$ cat src/design/relu_dot_product_output_layer_top_defines.svh
// Assertion macros shared by the output layer modules.
`ifndef RELU_DOT_PRODUCT_OUTPUT_LAYER_TOP_DEFINES_SVH
`define RELU_DOT_PRODUCT_OUTPUT_LAYER_TOP_DEFINES_SVH

// The consequent must hold in the same cycle as the antecedent.
`define RDPOL_ASSERT_NOW(label, clk, rst_n, ante, cons) \
    label: assert property (@(posedge clk) disable iff (!rst_n) (ante) |-> (cons)) \
        else $error("rdpol: same-cycle check failed");

// The consequent must hold in the cycle after the antecedent.
`define RDPOL_ASSERT_NEXT(label, clk, rst_n, ante, cons) \
    label: assert property (@(posedge clk) disable iff (!rst_n) (ante) |=> (cons)) \
        else $error("rdpol: next-cycle check failed");

`endif

$ cat src/design/rdpol_pkg.sv
`timescale 1ns / 1ps

package rdpol_pkg;

    localparam int INDEX_W    = 9;
    localparam int DATA_W     = 16;
    localparam int PAIR_W     = 2 * DATA_W;
    localparam int BIAS_W     = 27;
    localparam int BIAS_SHIFT = 5;
    localparam int PROD_W     = 31;
    localparam int SUM_W      = 48;
    localparam int TOTAL_W    = 49;
    localparam int OUT_SHIFT  = 14;
    localparam int QUOT_W     = TOTAL_W - OUT_SHIFT;
    localparam int SCORE_W    = 28;

    localparam logic signed [SCORE_W-1:0] SCORE_MAX = {1'b0, {(SCORE_W - 1){1'b1}}};
    localparam logic signed [SCORE_W-1:0] SCORE_MIN = {1'b1, {(SCORE_W - 1){1'b0}}};

    localparam logic OP_LOAD       = 1'b0;
    localparam logic OP_ACCUMULATE = 1'b1;

    typedef struct packed {
        logic                     valid;
        logic                     in_range;
        logic                     last;
        logic signed [DATA_W-1:0] stm_value;
        logic signed [DATA_W-1:0] xstm_value;
    } t_acc_beat;

    typedef struct packed {
        logic                    valid;
        logic signed [SUM_W-1:0] sum;
    } t_sum_beat;

endpackage

$ cat src/design/rdpol_mac.sv
`timescale 1ns / 1ps
`include "relu_dot_product_output_layer_top_defines.svh"

module rdpol_mac (
    input  logic                         i_clk,
    input  logic                         i_rst_n,
    input  rdpol_pkg::t_acc_beat         i_acc,
    input  logic [rdpol_pkg::PAIR_W-1:0] i_weight_pair,
    output logic                         o_acc_ready,
    output rdpol_pkg::t_sum_beat         o_sum,
    input  logic                         i_sum_ready
);

    logic signed [rdpol_pkg::DATA_W-1:0] w_stm_weight;
    logic signed [rdpol_pkg::DATA_W-1:0] w_xstm_weight;
    logic signed [rdpol_pkg::DATA_W:0]   w_stm_act;
    logic signed [rdpol_pkg::DATA_W:0]   w_xstm_act;
    logic signed [rdpol_pkg::PROD_W+1:0] w_stm_full;
    logic signed [rdpol_pkg::PROD_W+1:0] w_xstm_full;
    logic                                r_prod_valid;
    logic                                r_prod_last;
    logic signed [rdpol_pkg::PROD_W-1:0] r_stm_prod;
    logic signed [rdpol_pkg::PROD_W-1:0] r_xstm_prod;
    logic signed [rdpol_pkg::SUM_W-1:0]  r_sum;
    logic signed [rdpol_pkg::SUM_W-1:0]  n_sum;
    rdpol_pkg::t_sum_beat                r_out;
    logic                                w_prod_take;
    logic                                w_out_free;

    assign w_stm_weight  = i_acc.in_range ? i_weight_pair[rdpol_pkg::DATA_W-1:0] : '0;
    assign w_xstm_weight = i_acc.in_range ?
                           i_weight_pair[rdpol_pkg::PAIR_W-1:rdpol_pkg::DATA_W] : '0;

    // Negative elements are clamped to zero; out-of-range indexes add nothing.
    assign w_stm_act  = (i_acc.in_range && !i_acc.stm_value[rdpol_pkg::DATA_W-1]) ?
                        {1'b0, i_acc.stm_value} : '0;
    assign w_xstm_act = (i_acc.in_range && !i_acc.xstm_value[rdpol_pkg::DATA_W-1]) ?
                        {1'b0, i_acc.xstm_value} : '0;

    assign w_stm_full  = w_stm_act * w_stm_weight;
    assign w_xstm_full = w_xstm_act * w_xstm_weight;

    assign n_sum = r_sum + rdpol_pkg::SUM_W'(r_stm_prod) + rdpol_pkg::SUM_W'(r_xstm_prod);

    assign w_out_free  = !r_out.valid || i_sum_ready;
    assign w_prod_take = r_prod_valid && (!r_prod_last || w_out_free);
    assign o_acc_ready = !r_prod_valid || w_prod_take;
    assign o_sum       = r_out;

    always_ff @(posedge i_clk) begin
        if (!i_rst_n) begin
            r_prod_valid <= 1'b0;
            r_sum        <= '0;
            r_out.valid  <= 1'b0;
        end else begin
            if (o_acc_ready) begin
                r_prod_valid <= i_acc.valid;
                r_prod_last  <= i_acc.last;
                r_stm_prod   <= w_stm_full[rdpol_pkg::PROD_W-1:0];
                r_xstm_prod  <= w_xstm_full[rdpol_pkg::PROD_W-1:0];
            end
            if (w_prod_take) begin
                r_sum <= r_prod_last ? '0 : n_sum;
            end
            if (w_prod_take && r_prod_last) begin
                r_out.valid <= 1'b1;
                r_out.sum   <= n_sum;
            end else if (i_sum_ready) begin
                r_out.valid <= 1'b0;
            end
        end
    end

    `RDPOL_ASSERT_NEXT(a_sum_cleared, i_clk, i_rst_n, w_prod_take && r_prod_last, r_sum == '0)
    `RDPOL_ASSERT_NEXT(a_last_beat_out, i_clk, i_rst_n, w_prod_take && r_prod_last, r_out.valid)

endmodule

$ cat config.mk
export PLATFORM = sky130hd
export DESIGN_NAME = rdpol_mac
export DESIGN_NICKNAME = d
export VERILOG_FILES = /design/src/design/rdpol_pkg.sv /design/src/design/rdpol_mac.sv
export VERILOG_INCLUDE_DIRS = /design/src /design/src/design
export SDC_FILE = /design/constraint.sdc
export NUM_CORES = 2
export LEC_CHECK = 0
export BUFFER_PORTS_ARGS = -buffer_cell sky130_fd_sc_hd__buf_2
export CAP_MARGIN = 30
export CORE_AREA = 2 2 262 264
export CTS_BUF_LIST = sky130_fd_sc_hd__clkbuf_4 sky130_fd_sc_hd__clkbuf_8 sky130_fd_sc_hd__clkbuf_16
export CTS_CLUSTER_SIZE = 10
export DETAILED_ROUTE_END_ITERATION = 8
export DIE_AREA = 0 0 264 266
export PLACE_DENSITY = 0.56
export SETUP_SLACK_MARGIN = 0.05
export SLEW_MARGIN = 20
export SYNTH_ARGS = -nofsm -noshare
export SYNTH_HDL_FRONTEND = slang
export SYNTH_SLANG_ARGS = --single-unit
$ cat constraint.sdc
create_clock -name i_clk -period 8 [get_ports i_clk]
set_input_delay 0.8 -clock i_clk [delete_from_list [all_inputs] [get_ports i_clk]]
set_output_delay 0.8 -clock i_clk [all_outputs]
set_load 0.01 [all_outputs]
== Word level (Yosys, flattened, before mapping) ==
Index checks and enable logic that the tools add are counted.

* Flip-flop bits (word level): 161
* Input bits: 70
* Output and inout port bits: 50
* Logic and storage cells: 33

* Add/sub/neg operators: 2
* Multiply operators: 2
* Multiplexer cells: 7
* Reduce and logical (&&, ||, !) cells: 15

{| class="wikitable"
|+ Operators by type and width
! operator !! number
|-
| adder 48 x 31 -> 48 bit || 2
|-
| two-way mux 16 bit || 4
|-
| multiplier 17 x 16 -> 31 bit || 2
|-
| two-way mux 48 bit || 1
|-
| logical NOT 1 bit || 5
|-
| logical AND 1 bit || 4
|-
| AND reduction 2 bit || 2
|-
| logical OR 1 bit || 3
|-
| two-way mux 1 bit || 2
|-
| nonzero test 2 bit || 1
|}

== Depth between registers and ports, before layout ==
* Word-level depth: 6
* Depth in mapped cells: 27
* Gate-level depth less buffers: 24

== Worst setup path before layout ==
OpenSTA, ideal clock, no wires.

* Path type: input-to-reg
* From: in i_acc[33] in the netlist's numbering
* To: reg r_stm_prod[27] in the netlist's numbering (data pin)
* Setup time: 0.262 ns
* Arrival: 7.077 ns
* Data required time: 7.738 ns
* Path slack: 0.660 ns
* Stages on the path: 25
* Path buffers: 3
* Path through: nor2b_1 -> clkbuf_1 -> and2_1 -> clkbuf_1 -> nand2_1 -> fa_1 -> fa_1 -> inv_1 -> fa_1 -> inv_1 -> fa_1 -> fa_1 -> fa_1 -> inv_1 -> ha_1 -> and3_1 -> buf_2 -> and3_1 -> a32oi_1 -> a2111oi_2 -> or3_1 -> a31oi_1 -> o21ba_1 -> o21bai_1 -> xor2_1

* Word-level cells in the longest chain between the ends: 3
* Elaborated cells between the ends (all ways): 4
* Classes of those cells: mul: 1; mux: 2; reduce/logical: 1

{| class="wikitable"
|+ RTL lines
! element !! line !! text
|-
| start, declared || rdpol_mac.sv:7 || <nowiki>input rdpol_pkg::t_acc_beat i_acc,</nowiki>
|-
| logical AND 1 bit || rdpol_mac.sv:35 || <nowiki>assign w_stm_act = (i_acc.in_range && !i_acc.stm_value[rdpol_pkg::DATA_W-1]) ?</nowiki>
|-
| two-way mux 16 bit || rdpol_mac.sv:35 ||
|-
| multiplier 17 x 16 -> 31 bit (*) || rdpol_mac.sv:40 || <nowiki>assign w_stm_full = w_stm_act * w_stm_weight;</nowiki>
|-
| net w_stm_full (one bit) || rdpol_mac.sv:18 || <nowiki>logic signed [rdpol_pkg::PROD_W+1:0] w_stm_full;</nowiki>
|-
| end signal, assigned || rdpol_mac.sv:59 || <nowiki>r_stm_prod <= w_stm_full[rdpol_pkg::PROD_W-1:0];</nowiki>
|-
| end, declared || rdpol_mac.sv:22 || <nowiki>logic signed [rdpol_pkg::PROD_W-1:0] r_stm_prod;</nowiki>
|}

The timed path passes the listed nets; every way through them passes the cells marked *.
A chain may end at the register's enable or synchronous reset.

== Worst setup path in the final report ==
Same ends and word-level chain as after synthesis.

==> results.sh <==
export IMPL_outcome="finished clean"
export IMPL_powerDensity_nw_per_um2=285
export IMPL_worst_pin_slew_ps=855
export IMPL_grt_max_degree=64
export IMPL_cts_resized=0
export IMPL_cts_htree_levels=4
export IMPL_clockRootBuffer="clkbuf_16"
export IMPL_cts_buffer_depth=2
export IMPL_start_util=0.383
export IMPL_clock_skew_ps=10.8
export IMPL_wl_um=68500
export IMPL_hold_class="reg2reg"
export IMPL_drc=0
export IMPL_wl_met1_um=31500
export IMPL_grt_pass1_vias=19986
export IMPL_hold_viol=0
export IMPL_crit_start="i_acc[33]"
export IMPL_synthFlopType="edfxtp_1"
export IMPL_avgRoutedWirePerCell_um=18.3
export IMPL_fin_nets=3621
export IMPL_postCtsSetupBuffers=0
export IMPL_min_period_ps=7470
export IMPL_antenna_found_initial=0
export IMPL_fin_crit_sh=0.934
export IMPL_syn_inst=2719
export IMPL_dieArea_um2=70200
export IMPL_grtUsageTotal=0.198
export IMPL_dr_total_vias=19158
export IMPL_wl_met2_um=32400
export IMPL_synth_edff_count=111
export IMPL_maxSlewHeadroom=0.430
export IMPL_irDropWorstVdd_mv=0.224
export IMPL_wl_met3_um=3230
export IMPL_port_buffers=119
export IMPL_worst_path_most_repeated_cell="fa_1"
export IMPL_ys_types=71
export IMPL_cts_sinks=161
export IMPL_cp_start_kind="primary input"
export IMPL_vias_per_cell=5.12
export IMPL_maxCapViolCount=0
export IMPL_synthesis_area_per_instance_um2=9.55
export IMPL_hp_start="r_sum[1]"
export IMPL_post_place_ws_ps=124
export IMPL_ios=120
export IMPL_synth_largest_area_cell="fa_1"
export IMPL_yosysWarnings=0
export IMPL_antenna_left=0
export IMPL_die_h_um=266
export IMPL_total_leakage_power_nw=14.6
export IMPL_crit_path_top_delay_cell="nor2b_4"
export IMPL_crit_type="in2reg"
export IMPL_areaGrowthSynthToFinish_pct=10.1
export IMPL_r2r_start="r_xstm_prod[30]"
export IMPL_crit_chain="buf_2 > nor2b_4 > buf_4 > and2_0 > nand2_1 > fa_1 > fa_1 > fa_1 > inv_1 > fa_1 > fa_1 > inv_1 > fa_1 > inv_1 > ha_1 > and2_1 > and3_1 > a32oi_1 > a2111oi_2 > or3_1 > a31oi_1 > o21ba_1 > o21bai_1 > xor2_1"
export IMPL_hold_buffers=0
export IMPL_cts_tree="built"
export IMPL_place_congestion=0.897
export IMPL_grt_pass1_wl_um=110000
export IMPL_grt_overflow=0
export IMPL_critical_path_arrival_ps=7650
export IMPL_row_count=96
export IMPL_insertion_delay_ps=440
export IMPL_drt_iter0_drc=1239
export IMPL_synth_most_common_cell="inv_1"
export IMPL_fmax_ghz=0.134
export IMPL_highest_layer="met4"
export IMPL_synth_seq_cells=161
export IMPL_cp_max_fo=34
export IMPL_first_pass_iters=7
export IMPL_die_w_um=264
export IMPL_drv_slew=0
export IMPL_setup_tns_ps=0
export IMPL_clkTransAtPathRegs_ps=60
export IMPL_core_area_um2=67700
export IMPL_yosys_top_cells_area="fa_1, ha_1, edfxtp_1"
export IMPL_crit_required_ps=8180
export IMPL_finalWorstSetupSlack_ps=529
export IMPL_dpl_hpwl_um=57300
export IMPL_cts_made_buffers=17
export IMPL_synth_area_um2=26000
export IMPL_rsz0062_at_grt="false"
export IMPL_seq_area_frac_synth=0.167
export IMPL_netlist_area_leader_share=0.336
export IMPL_setup_viol=0
export IMPL_synth_top_cells_by_count="inv_1, fa_1, nand2_1"
export IMPL_drive_gt1_frac=0.0885
export IMPL_max_stage_delay_ps=600
export IMPL_synth_async_reset_ratio=0
export IMPL_worst_setup_path_end_kind="flop"
==> sequential cells by signal (all words and copies together), names as in the netlist <==
name	flops
r_prod_valid	1
r_sum	48
r_stm_prod	31
o_sum	49
r_prod_last	1
r_xstm_prod	31
==> path summary, 6_finish.rpt <==
| check | endpoint | cells past startpoint | slack [ps] |
|---|---|---|---|
| max | r_stm_prod[27] | 24 | 530 |
| min | r_sum[1] | 2 | 490 |
| max reg2reg | o_sum[45] | 11 | 3860 |
| min reg2reg | r_sum[1] | 2 | 490 |
==> layout by cell type (no fill, tap or decap), types with 17 or more instances in the layout <==
cell / count
ha_1: 269
a21o_1: 53
and3_1: 223
buf_2: 119
conb_1: 30
o21ai_0: 43
nand3_1: 32
fa_1: 436
nand2b_1: 26
inv_1: 506
nor2_1: 76
a22oi_1: 20
a21oi_1: 89
nand2_1: 301
nor2b_1: 29
dfxtp_1: 50
edfxtp_1: 111
and2_1: 37
xnor2_1: 76
buf_4: 73
clkbuf_16: 17
a22o_1: 23
xor2_1: 23
==> worst max-delay path: cells and delay by family <==
| kind | cells | cell delay [ps] |
|---|---|---|
| and+or+nand+nor | 6 | 1910 |
| xor gates and xnor gates | 1 | 150 |
| AOI/OAI and AO/OA | 5 | 1080 |
| buffers and inverters | 5 | 550 |
| adders and majority gates | 7 | 3130 |
==> metrics by stage <==
stage	area [µm²]	std cells	hold slack, ps	total power, mW	utilization
after CTS	28600	3741	495	8.16	0.422
after global routing	28600	3741	519	8.92	0.422
after floorplan	26100	2747	454	5.53	-
final	28600	3742	491	8.14	0.422
after global placement	27900	3706	467	7.18	0.412
after detailed placement	28000	3709	484	7.25	0.413
==> metal layers <==
| layer | global-route usage | vias up |
|---|---|---|
| met2 | 0.330 | 469 |
| li1 | - | 9014 |
| met3 | 0.0253 | 75 |
| met5 | 0 | - |
| met1 | 0.274 | 9600 |
| met4 | 0.0479 | 0 |
==> final cells by class <==
type	instances	area (µm²)
Clock buffer	17	425
Antenna cell	1	2.50
Sequential cell	161	4330
Timing Repair Buffer	196	1210
Clock inverter	15	193
Multi-Input combinational cell	1964	19400
Inverter	506	1900
Tap cell	882	1100
Fill cell	6721	39200
==> cell families (layout without fill, tap and decap cells) <==
| family | Yosys count | after routing | synth area share |
|---|---|---|---|
| AO/OA/AOI/OAI | 350 | 350 | 0.0921 |
| XOR/XNOR | 100 | 100 | 0.0340 |
| adder cells (fa/ha/maj) | 705 | 705 | 0.466 |
| buffers and inverters | 622 | 734 | 0.0902 |
| flip-flops | 161 | 161 | 0.167 |
| multiplexers | 4 | 4 | 0.00154 |
| other | 2 | 31 | 0.000289 |
| AND/OR/NAND/NOR | 775 | 775 | 0.149 |
==> power breakdown <==
part	switching, mW	total [mW]	internal (mW)
Combinational	3.48	5.74	2.26
Sequential	0.160	1.54	1.38
Clock	0.358	0.859	0.501
Total	4.00	8.14	4.14
Note: power is estimated with default switching activity, not from simulation.
