==> src/design/relu_dot_product_output_layer_top_defines.svh <==
// Assertion macros shared by the output layer modules.
`ifndef RELU_DOT_PRODUCT_OUTPUT_LAYER_TOP_DEFINES_SVH
`define RELU_DOT_PRODUCT_OUTPUT_LAYER_TOP_DEFINES_SVH

// The consequent must hold in the same cycle as the antecedent.
`define RDPOL_ASSERT_NOW(label, clk, rst_n, ante, cons) \
    label: assert property (@(posedge clk) disable iff (!rst_n) (ante) |-> (cons)) \
        else $error("rdpol: same-cycle check failed");

// The consequent must hold in the cycle after the antecedent.
`define RDPOL_ASSERT_NEXT(label, clk, rst_n, ante, cons) \
    label: assert property (@(posedge clk) disable iff (!rst_n) (ante) |=> (cons)) \
        else $error("rdpol: next-cycle check failed");

`endif

==> src/design/rdpol_pkg.sv <==
`timescale 1ns / 1ps

package rdpol_pkg;

    localparam int INDEX_W    = 9;
    localparam int DATA_W     = 16;
    localparam int PAIR_W     = 2 * DATA_W;
    localparam int BIAS_W     = 27;
    localparam int BIAS_SHIFT = 5;
    localparam int PROD_W     = 31;
    localparam int SUM_W      = 48;
    localparam int TOTAL_W    = 49;
    localparam int OUT_SHIFT  = 14;
    localparam int QUOT_W     = TOTAL_W - OUT_SHIFT;
    localparam int SCORE_W    = 28;

    localparam logic signed [SCORE_W-1:0] SCORE_MAX = {1'b0, {(SCORE_W - 1){1'b1}}};
    localparam logic signed [SCORE_W-1:0] SCORE_MIN = {1'b1, {(SCORE_W - 1){1'b0}}};

    localparam logic OP_LOAD       = 1'b0;
    localparam logic OP_ACCUMULATE = 1'b1;

    typedef struct packed {
        logic                     valid;
        logic                     in_range;
        logic                     last;
        logic signed [DATA_W-1:0] stm_value;
        logic signed [DATA_W-1:0] xstm_value;
    } t_acc_beat;

    typedef struct packed {
        logic                    valid;
        logic signed [SUM_W-1:0] sum;
    } t_sum_beat;

endpackage

==> src/design/rdpol_scale.sv <==
`timescale 1ns / 1ps
`include "relu_dot_product_output_layer_top_defines.svh"

module rdpol_scale (
    input  logic                                i_clk,
    input  logic                                i_rst_n,
    input  rdpol_pkg::t_sum_beat                i_sum,
    output logic                                o_sum_ready,
    input  logic signed [rdpol_pkg::BIAS_W-1:0] i_output_bias,
    output logic                                o_out_valid,
    input  logic                                i_out_ready,
    output logic signed [rdpol_pkg::SCORE_W-1:0] o_score
);

    logic                                 r_total_valid;
    logic signed [rdpol_pkg::TOTAL_W-1:0] r_total;
    logic signed [rdpol_pkg::TOTAL_W-1:0] n_total;
    logic signed [rdpol_pkg::QUOT_W-1:0]  w_quot_floor;
    logic signed [rdpol_pkg::QUOT_W-1:0]  w_quot;
    logic                                 w_round_up;
    logic                                 w_fits;
    logic                                 w_total_take;
    logic                                 w_out_free;
    logic                                 r_out_valid;
    logic signed [rdpol_pkg::SCORE_W-1:0] r_score;
    logic signed [rdpol_pkg::SCORE_W-1:0] w_score_sat;
    logic                                 w_sign_ok;

    assign n_total = rdpol_pkg::TOTAL_W'(i_sum.sum)
                   + rdpol_pkg::TOTAL_W'($signed({i_output_bias,
                                                  {rdpol_pkg::BIAS_SHIFT{1'b0}}}));

    // Division toward zero: floor by shift, then step up for a negative value with a remainder.
    assign w_quot_floor = r_total[rdpol_pkg::TOTAL_W-1:rdpol_pkg::OUT_SHIFT];
    assign w_round_up   = r_total[rdpol_pkg::TOTAL_W-1] && (|r_total[rdpol_pkg::OUT_SHIFT-1:0]);
    assign w_quot       = w_quot_floor + {{(rdpol_pkg::QUOT_W - 1){1'b0}}, w_round_up};

    assign w_fits = (w_quot[rdpol_pkg::QUOT_W-1:rdpol_pkg::SCORE_W-1] == '0)
                 || (&w_quot[rdpol_pkg::QUOT_W-1:rdpol_pkg::SCORE_W-1]);
    assign w_score_sat = w_fits ? w_quot[rdpol_pkg::SCORE_W-1:0] :
                         (w_quot[rdpol_pkg::QUOT_W-1] ? rdpol_pkg::SCORE_MIN :
                                                        rdpol_pkg::SCORE_MAX);

    assign w_sign_ok = (w_score_sat[rdpol_pkg::SCORE_W-1] == r_total[rdpol_pkg::TOTAL_W-1])
                    || (w_score_sat == '0);

    assign w_out_free   = !r_out_valid || i_out_ready;
    assign w_total_take = r_total_valid && w_out_free;
    assign o_sum_ready  = !r_total_valid || w_out_free;
    assign o_out_valid  = r_out_valid;
    assign o_score      = r_score;

    always_ff @(posedge i_clk) begin
        if (!i_rst_n) begin
            r_total_valid <= 1'b0;
            r_out_valid   <= 1'b0;
        end else begin
            if (o_sum_ready) begin
                r_total_valid <= i_sum.valid;
                r_total       <= n_total;
            end
            if (w_total_take) begin
                r_out_valid <= 1'b1;
                r_score     <= w_score_sat;
            end else if (i_out_ready) begin
                r_out_valid <= 1'b0;
            end
        end
    end

    `RDPOL_ASSERT_NEXT(a_total_to_out, i_clk, i_rst_n, w_total_take, o_out_valid)
    `RDPOL_ASSERT_NOW(a_score_sign, i_clk, i_rst_n, r_total_valid, w_sign_ok)

endmodule

==> config.mk <==
export PLATFORM = sky130hd
export DESIGN_NAME = rdpol_scale
export DESIGN_NICKNAME = d
export VERILOG_FILES = /design/src/design/rdpol_pkg.sv /design/src/design/rdpol_scale.sv
export VERILOG_INCLUDE_DIRS = /design/src /design/src/design
export SDC_FILE = /design/constraint.sdc
export NUM_CORES = 1
export LEC_CHECK = 0
export ABC_AREA = 0
export ABC_CLOCK_PERIOD_IN_PS = 4000
export BUFFER_PORTS_ARGS = -buffer_cell sky130_fd_sc_hd__clkbuf_2
export CORE_UTILIZATION = 35
export CTS_CLUSTER_DIAMETER = 30
export DETAILED_ROUTE_END_ITERATION = 16
export SYNTH_ARGS = -nofsm -noshare
export SYNTH_HDL_FRONTEND = slang
export SYNTH_SLANG_ARGS = --single-unit
==> constraint.sdc <==
create_clock -name i_clk -period 4 [get_ports i_clk]
set_input_delay 0.4 -clock i_clk [delete_from_list [all_inputs] [get_ports i_clk]]
set_output_delay 0.4 -clock i_clk [all_outputs]
set_load 0.05 [all_outputs]
* Word-level counts from Yosys, hierarchy flattened
Cells that the tools add are included.
** Word-level totals
- Word-level logic and storage cells :: 23
- Register bits :: 79
- Input port bits :: 79
** Cells by class
- Reductions and logical operators :: 13
- Mux-type cells :: 4
- Add/subtract/negate cells :: 2
** Operators with widths (number)
- two-way mux 28 bit :: 2
- adder 48 x 32 -> 49 bit :: 1
- adder 35 x 1 -> 35 bit :: 1
- OR reduction 14 bit :: 1
- logical NOT 8 bit :: 1
- AND reduction 8 bit :: 1
- AND reduction 2 bit :: 2
- logical OR 1 bit :: 3
- logical AND 1 bit :: 2
- logical NOT 1 bit :: 2
- two-way mux 1 bit :: 2
- nonzero test 2 bit :: 1

* Depth between registers and ports, before layout
- Depth in word-level cells :: 6
- Depth in mapped cells :: 13
- Mapped depth without buffers :: 12

* Worst setup path before layout
OpenSTA, ideal clock, no wires.
- Kind :: reg2reg
- From :: register r_total[48] in the netlist's numbering
- To :: register r_score (netlist bit o_score[17]), data pin
- Arrival time :: 2.657 ns
- Path buffers :: 1
- Path slack :: 1.080 ns
- Data required time :: 3.737 ns
- Clock period less this slack :: 2.920 ns
- Stages on the path, launching flop included :: 14
- Path through :: edfxtp_1 inv_1 a41oi_1 ha_1 ha_1 nand4_1 nor2_1 nand3_2 nor2_1 mux2_2 o21ai_0 a41o_2 buf_2 o21ai_2
** Between the ends
- Word-level cells in the longest chain between the ends :: 5
- Elaborated cells on any way between the ends :: 7
- Classes of those cells :: add/sub (1); mux (2); reduce/logical (4)
** Ends and longest elaborated chain
- start: declaration :: RTL line rdpol_scale.sv:16 : logic signed [rdpol_pkg::TOTAL_W-1:0] r_total;
- start signal: assignment :: RTL line rdpol_scale.sv:60 : r_total <= n_total;
- logical AND 1 bit :: RTL line rdpol_scale.sv:35 : assign w_round_up = r_total[rdpol_pkg::TOTAL_W-1] && (|r_total[rdpol_pkg::OUT_SHIFT-1:0]);
- adder 35 x 1 -> 35 bit * :: RTL line rdpol_scale.sv:36 : assign w_quot = w_quot_floor + {{(rdpol_pkg::QUOT_W - 1){1'b0}}, w_round_up};
- logical NOT 8 bit / AND reduction 8 bit (equally long branches) :: RTL line rdpol_scale.sv:38, rdpol_scale.sv:39
- logical OR 1 bit :: RTL line rdpol_scale.sv:39 : || (&w_quot[rdpol_pkg::QUOT_W-1:rdpol_pkg::SCORE_W-1]);
- two-way mux 28 bit * :: RTL line rdpol_scale.sv:40 : assign w_score_sat = w_fits ? w_quot[rdpol_pkg::SCORE_W-1:0] :
- via w_score_sat, one bit :: RTL line rdpol_scale.sv:26 : logic signed [rdpol_pkg::SCORE_W-1:0] w_score_sat;
- end signal: assignment :: RTL line rdpol_scale.sv:64 : r_score <= w_score_sat;
- end: declaration :: RTL line rdpol_scale.sv:25 : logic signed [rdpol_pkg::SCORE_W-1:0] r_score;
Mark *: on every way through the listed nets, which the timed path passes. The rest lies on a longest branch.
A chain may end at the register's enable or synchronous reset.

* Worst setup path after layout
- From :: register r_total[48] in the netlist's numbering
- To :: register r_score (netlist bit o_score[5]), data pin
The elaborated chain is that of the path after synthesis.

==> results by stage <==
Clock tree:
- Buffers added to address setup during post-CTS repair amount to 0.
- Clock tree synthesis inserted a total of 9 buffers.
- The cell at the root of the clock tree is sky130_fd_sc_hd__clkbuf_16.
- The CTS H-tree depth is 3.
- The post-cts resize count is 0.
- The clock-pin slew of the registers on the worst-case setup and hold paths is 60 ps.
- The largest buffer count on any clock path is 2.
- The clock tree from TritonCTS is built.
- The tree built by TritonCTS fans out to 79 sinks.
- The count of hold buffers inserted by post-cts repair is 0.
- For the worst-skew pair, the clock arrives at the later sink with an insertion delay of 330 ps.

Synth:
- The area fraction of the dominant cell type after synthesis is 39.0%.
- The post-synthesis net count is 728.
- After Yosys synthesis, and, or, nand and nor cells account for 18.2% of the synthesized area.
- The number of unique standard cell types used by synthesis is 63.
- Of the total synthesized cell area, the portion taken by XOR and XNOR cells is 9.74%.
- The async set-reset flop share out of synthesis is 0%.
- Sorting the synthesized cells by how often they occur yields 77 x sky130_fd_sc_hd__edfxtp_1, 48 x sky130_fd_sc_hd__a21oi_1, 45 x sky130_fd_sc_hd__ha_1, 42 x sky130_fd_sc_hd__nand2_1, 36 x sky130_fd_sc_hd__xnor2_1.
- The number of standard cells after synthesis is 603.
- In this run the mean area of a mapped cell was 9.82 sq um.
- Yosys printed 0 warnings.
- The dominant register cell in the synthesized netlist is sky130_fd_sc_hd__edfxtp_1.
- In the post-synthesis netlist, the biggest area contributors are sky130_fd_sc_hd__edfxtp_1 39%, sky130_fd_sc_hd__ha_1 9.5%, sky130_fd_sc_hd__xnor2_1 5.3%.
- Of the post-synthesis cell area, the part taken by muxes is 0.549%.
- The compound-gate portion of the synthesized area is 19.0%.
- The post-synth design cell area is 5920 sq um.
- The number of enable flip-flop cells after synthesis is 77.
- By instance count, the leading cell after synthesis is sky130_fd_sc_hd__edfxtp_1.
- The share of synthesized cell area in full adder, half adder and majority cells is 9.84%.
- Sequential cells were found to cover 39.7% of the synthesized design area.
- In this run, synthesis produced a sequential element count of 79.
- The largest family of logic cells by synthesized area is compound AO/OA/AOI/OAI gates.
- The library cell occupying the most area in the post-synthesis netlist is sky130_fd_sc_hd__edfxtp_1.

Job:
- The tool flagged a number of max-cap violations equal to 0.

Routing:
- The final routed DRC violation total is 0.
- The routed via count is 4,856.
- The routed design has 13,500 microns of wire.
- The via density per instance is 5.22.
- The first detailed-routing pass took 5 iterations.
- For this block, the initial DRC count from the detailed router was 262.
- The post-detailed-route count of antenna-violating nets is 0.
- The average detailed-routed wire length per instance is 14.5 microns.

Worst setup path:
- The data arrival time of the critical path is 3560 ps.
- The cell type of the slowest stage on the worst timing path is sky130_fd_sc_hd__a41o_2.
- The category of the worst setup path capture point is a register.
- The most critical setup path has its startpoint at r_total[48]$_DFFE_PP_.
- Of all nets on the critical path, the largest fanout is 27.
- For the worst setup path, the data required time is 4030 ps.
- In this design, the stage delay of the slowest critical-path cell is 610 ps.
- The signal on the critical path passes through inv_1, a41oi_1, ha_1, ha_1, nand4_1, nor2_1, nand3_2, nor2_1, mux2_2, o21ai_0, a41o_2, o21ai_0.
- The setup path with the least slack is of type register to register.
- The worst setup path is launched from a register.
- The worst register-to-register path begins at r_total[48]$_DFFE_PP_.

Status:
- The flow ran to the end, and the final reports show no timing, DRC or antenna violations.

Die:
- In this run the horizontal extent of the chip is 132 microns.
- The die is 132 microns tall.
- During I/O placement, the number of pins put on the boundary was 109.
- The placeable core area is 16,600 sq um.
- The number of placement rows is 47.
- The initial core utilization is 35.7%.
- The die covers 17,500 sq um.

Timing:
- The final count of hold timing violations is 0.
- Headroom to the max-slew limit came out at 28.3%.
- Across the routed clock network, the largest skew measured is 7.91 ps.
- The clock period could shrink to 3530 ps.
- After layout, the worst path uses 88.3% of the clock period.
- The achievable clock frequency is 283 MHz.
- At the pin with the least slew margin, the transition time is 1080 ps.
- The tightest hold path in the finished design has a slack of 242 ps.
- Setup violations remaining at the end of the flow were counted as 0.
- In the final timing run, aggregate negative setup slack is 0 ps.
- The final max-slew violation count was 0.
- Setup repair after global routing left no endpoint under its margin.

Placement:
- The final HPWL from detailed placement is 11,100 microns.
- The number of input and output port buffers inserted is 108.
- At the end of routability-driven placement, the weighted congestion stood at 0.867.

Global route:
- The number of antenna violations at the first check in global routing is 0.
- The pin count of the biggest net entering global routing is 50.
- The global-route usage over all layers is 15.7%.
- The via count of the first global-routing pass is 4,610.
- The first global-routing pass estimated 22,100 microns of wire.
- The overall overflow remaining after global route is 0.

Pwr:
- The relative contribution of combinational cells to total power is 26.8%.
- For this design the static power due to leakage is 0.00283 uW.
- The clock group share of total power is 30.4%.
- For this design the total switching power over the nets is 766 uW.
- The switching power share of the total is 30.1%.
- The sequential share of power is 42.8%.
- The maximum ir drop on the vdd rail is 0.248 mV.
- In this run the power density over the cells is 365 nW/um^2.
- Cell internal power was estimated by the tool at 1780 uW.

Cells and area:
- Cells with a size suffix above 1 make up 22.6% of the layout.
- The antenna diode count is 0.
- The area growth from synthesis to layout is 17.5%.
- For this run, the post-layout net count is 831.

Worst hold path:
- The startpoint identified for the worst hold timing path is i_sum[0].
- The path class of the tightest hold or removal check is input pin to register.
[power by group through the flow]
stage,registers [uW],clock network (uW),logic (uW)
floorplan,1130,0,466
global placement,1100,0,673
detailed placement,1100,0,677
CTS,1090,796,681
global route,1100,824,753
finish,1090,773,682
[cell families after synthesis]
group                      count (synthesis)
and+or+nand+nor                          198
AOI/OAI and AO/OA                        170
DFF                                       79
xor gates and xnor gates                  65
adders and majority gates                 46
buffers and inverters                     42
muxes                                      3
[state kept, by name (all words and copies together) (netlist names)]
register and count:
r_total 49, o_score 28, o_out_valid 1, r_total_valid 1
[critical path, delay by kind of cell (launching register included)]
kind            cells  cell delay, ps
compound gates      4            1150
flops               1             440
buf+inv             1              60
mux                 1             340
fa+ha+maj           2             430
simple gates        4             800
[layout make-up]
cell class / count / area [sq um]
fillers: 1650 / 9620
multi-input cells: 482 / 3400
flip-flops and latches: 79 / 2350
repair buffers: 110 / 556
well taps: 220 / 275
clock buffers: 10 / 229
inverters: 24 / 90.1
clock inverters: 6 / 61.3
[worst paths after layout]
path	end	slack [ps]	cells past startpoint
setup / recovery	o_score[5]$_DFFE_PP_	470	12
hold reg to reg	o_out_valid$_SDFFE_PN0P_	530	1
setup reg to reg	o_score[5]$_DFFE_PP_	470	12
hold / removal	r_total[0]$_DFFE_PP_	240	1
[per-layer routing]
metal	vias up	global-route usage, %	part of all wire [%]
met2	131	23.9	43
met3	16	1.27	3.6
met5	-	0	0
met4	0	6.78	2.2
met1	2224	22.9	51
li1	2485	-	-
[per-stage QoR]
stage | std cells | util (%) | total power, uW | instance area [sq um] | setup slack (ps)
after floorplan | 603 | - | 1590 | 5920 | 1080
after global placement | 915 | 40.2 | 1770 | 6670 | 580
after detailed placement | 915 | 40.2 | 1780 | 6670 | 455
after CTS | 931 | 42.0 | 2570 | 6960 | 435
after global routing | 931 | 42.0 | 2680 | 6960 | 104
final | 931 | 42.0 | 2540 | 6960 | 468
[placed cells by master (no fill, tap or decap), types with 8 or more instances in the layout]
cell type,synthesis,final
sky130_fd_sc_hd__inv_1,24,24
sky130_fd_sc_hd__nor2_1,32,31
sky130_fd_sc_hd__o21ai_0,32,32
sky130_fd_sc_hd__clkbuf_16,0,9
sky130_fd_sc_hd__ha_1,45,45
sky130_fd_sc_hd__nand2_1,42,42
sky130_fd_sc_hd__a21oi_1,48,48
sky130_fd_sc_hd__o21ai_2,20,20
sky130_fd_sc_hd__xnor2_1,36,36
sky130_fd_sc_hd__edfxtp_1,77,77
sky130_fd_sc_hd__nor2b_1,9,9
sky130_fd_sc_hd__and3_1,14,14
sky130_fd_sc_hd__clkbuf_2,0,108
sky130_fd_sc_hd__xor2_1,28,28
sky130_fd_sc_hd__a21o_1,21,21
sky130_fd_sc_hd__nand3_1,28,28
sky130_fd_sc_hd__nor3_1,10,10
sky130_fd_sc_hd__o21bai_1,8,8
sky130_fd_sc_hd__nand4_1,18,18
(Power assumes the default switching activity.)
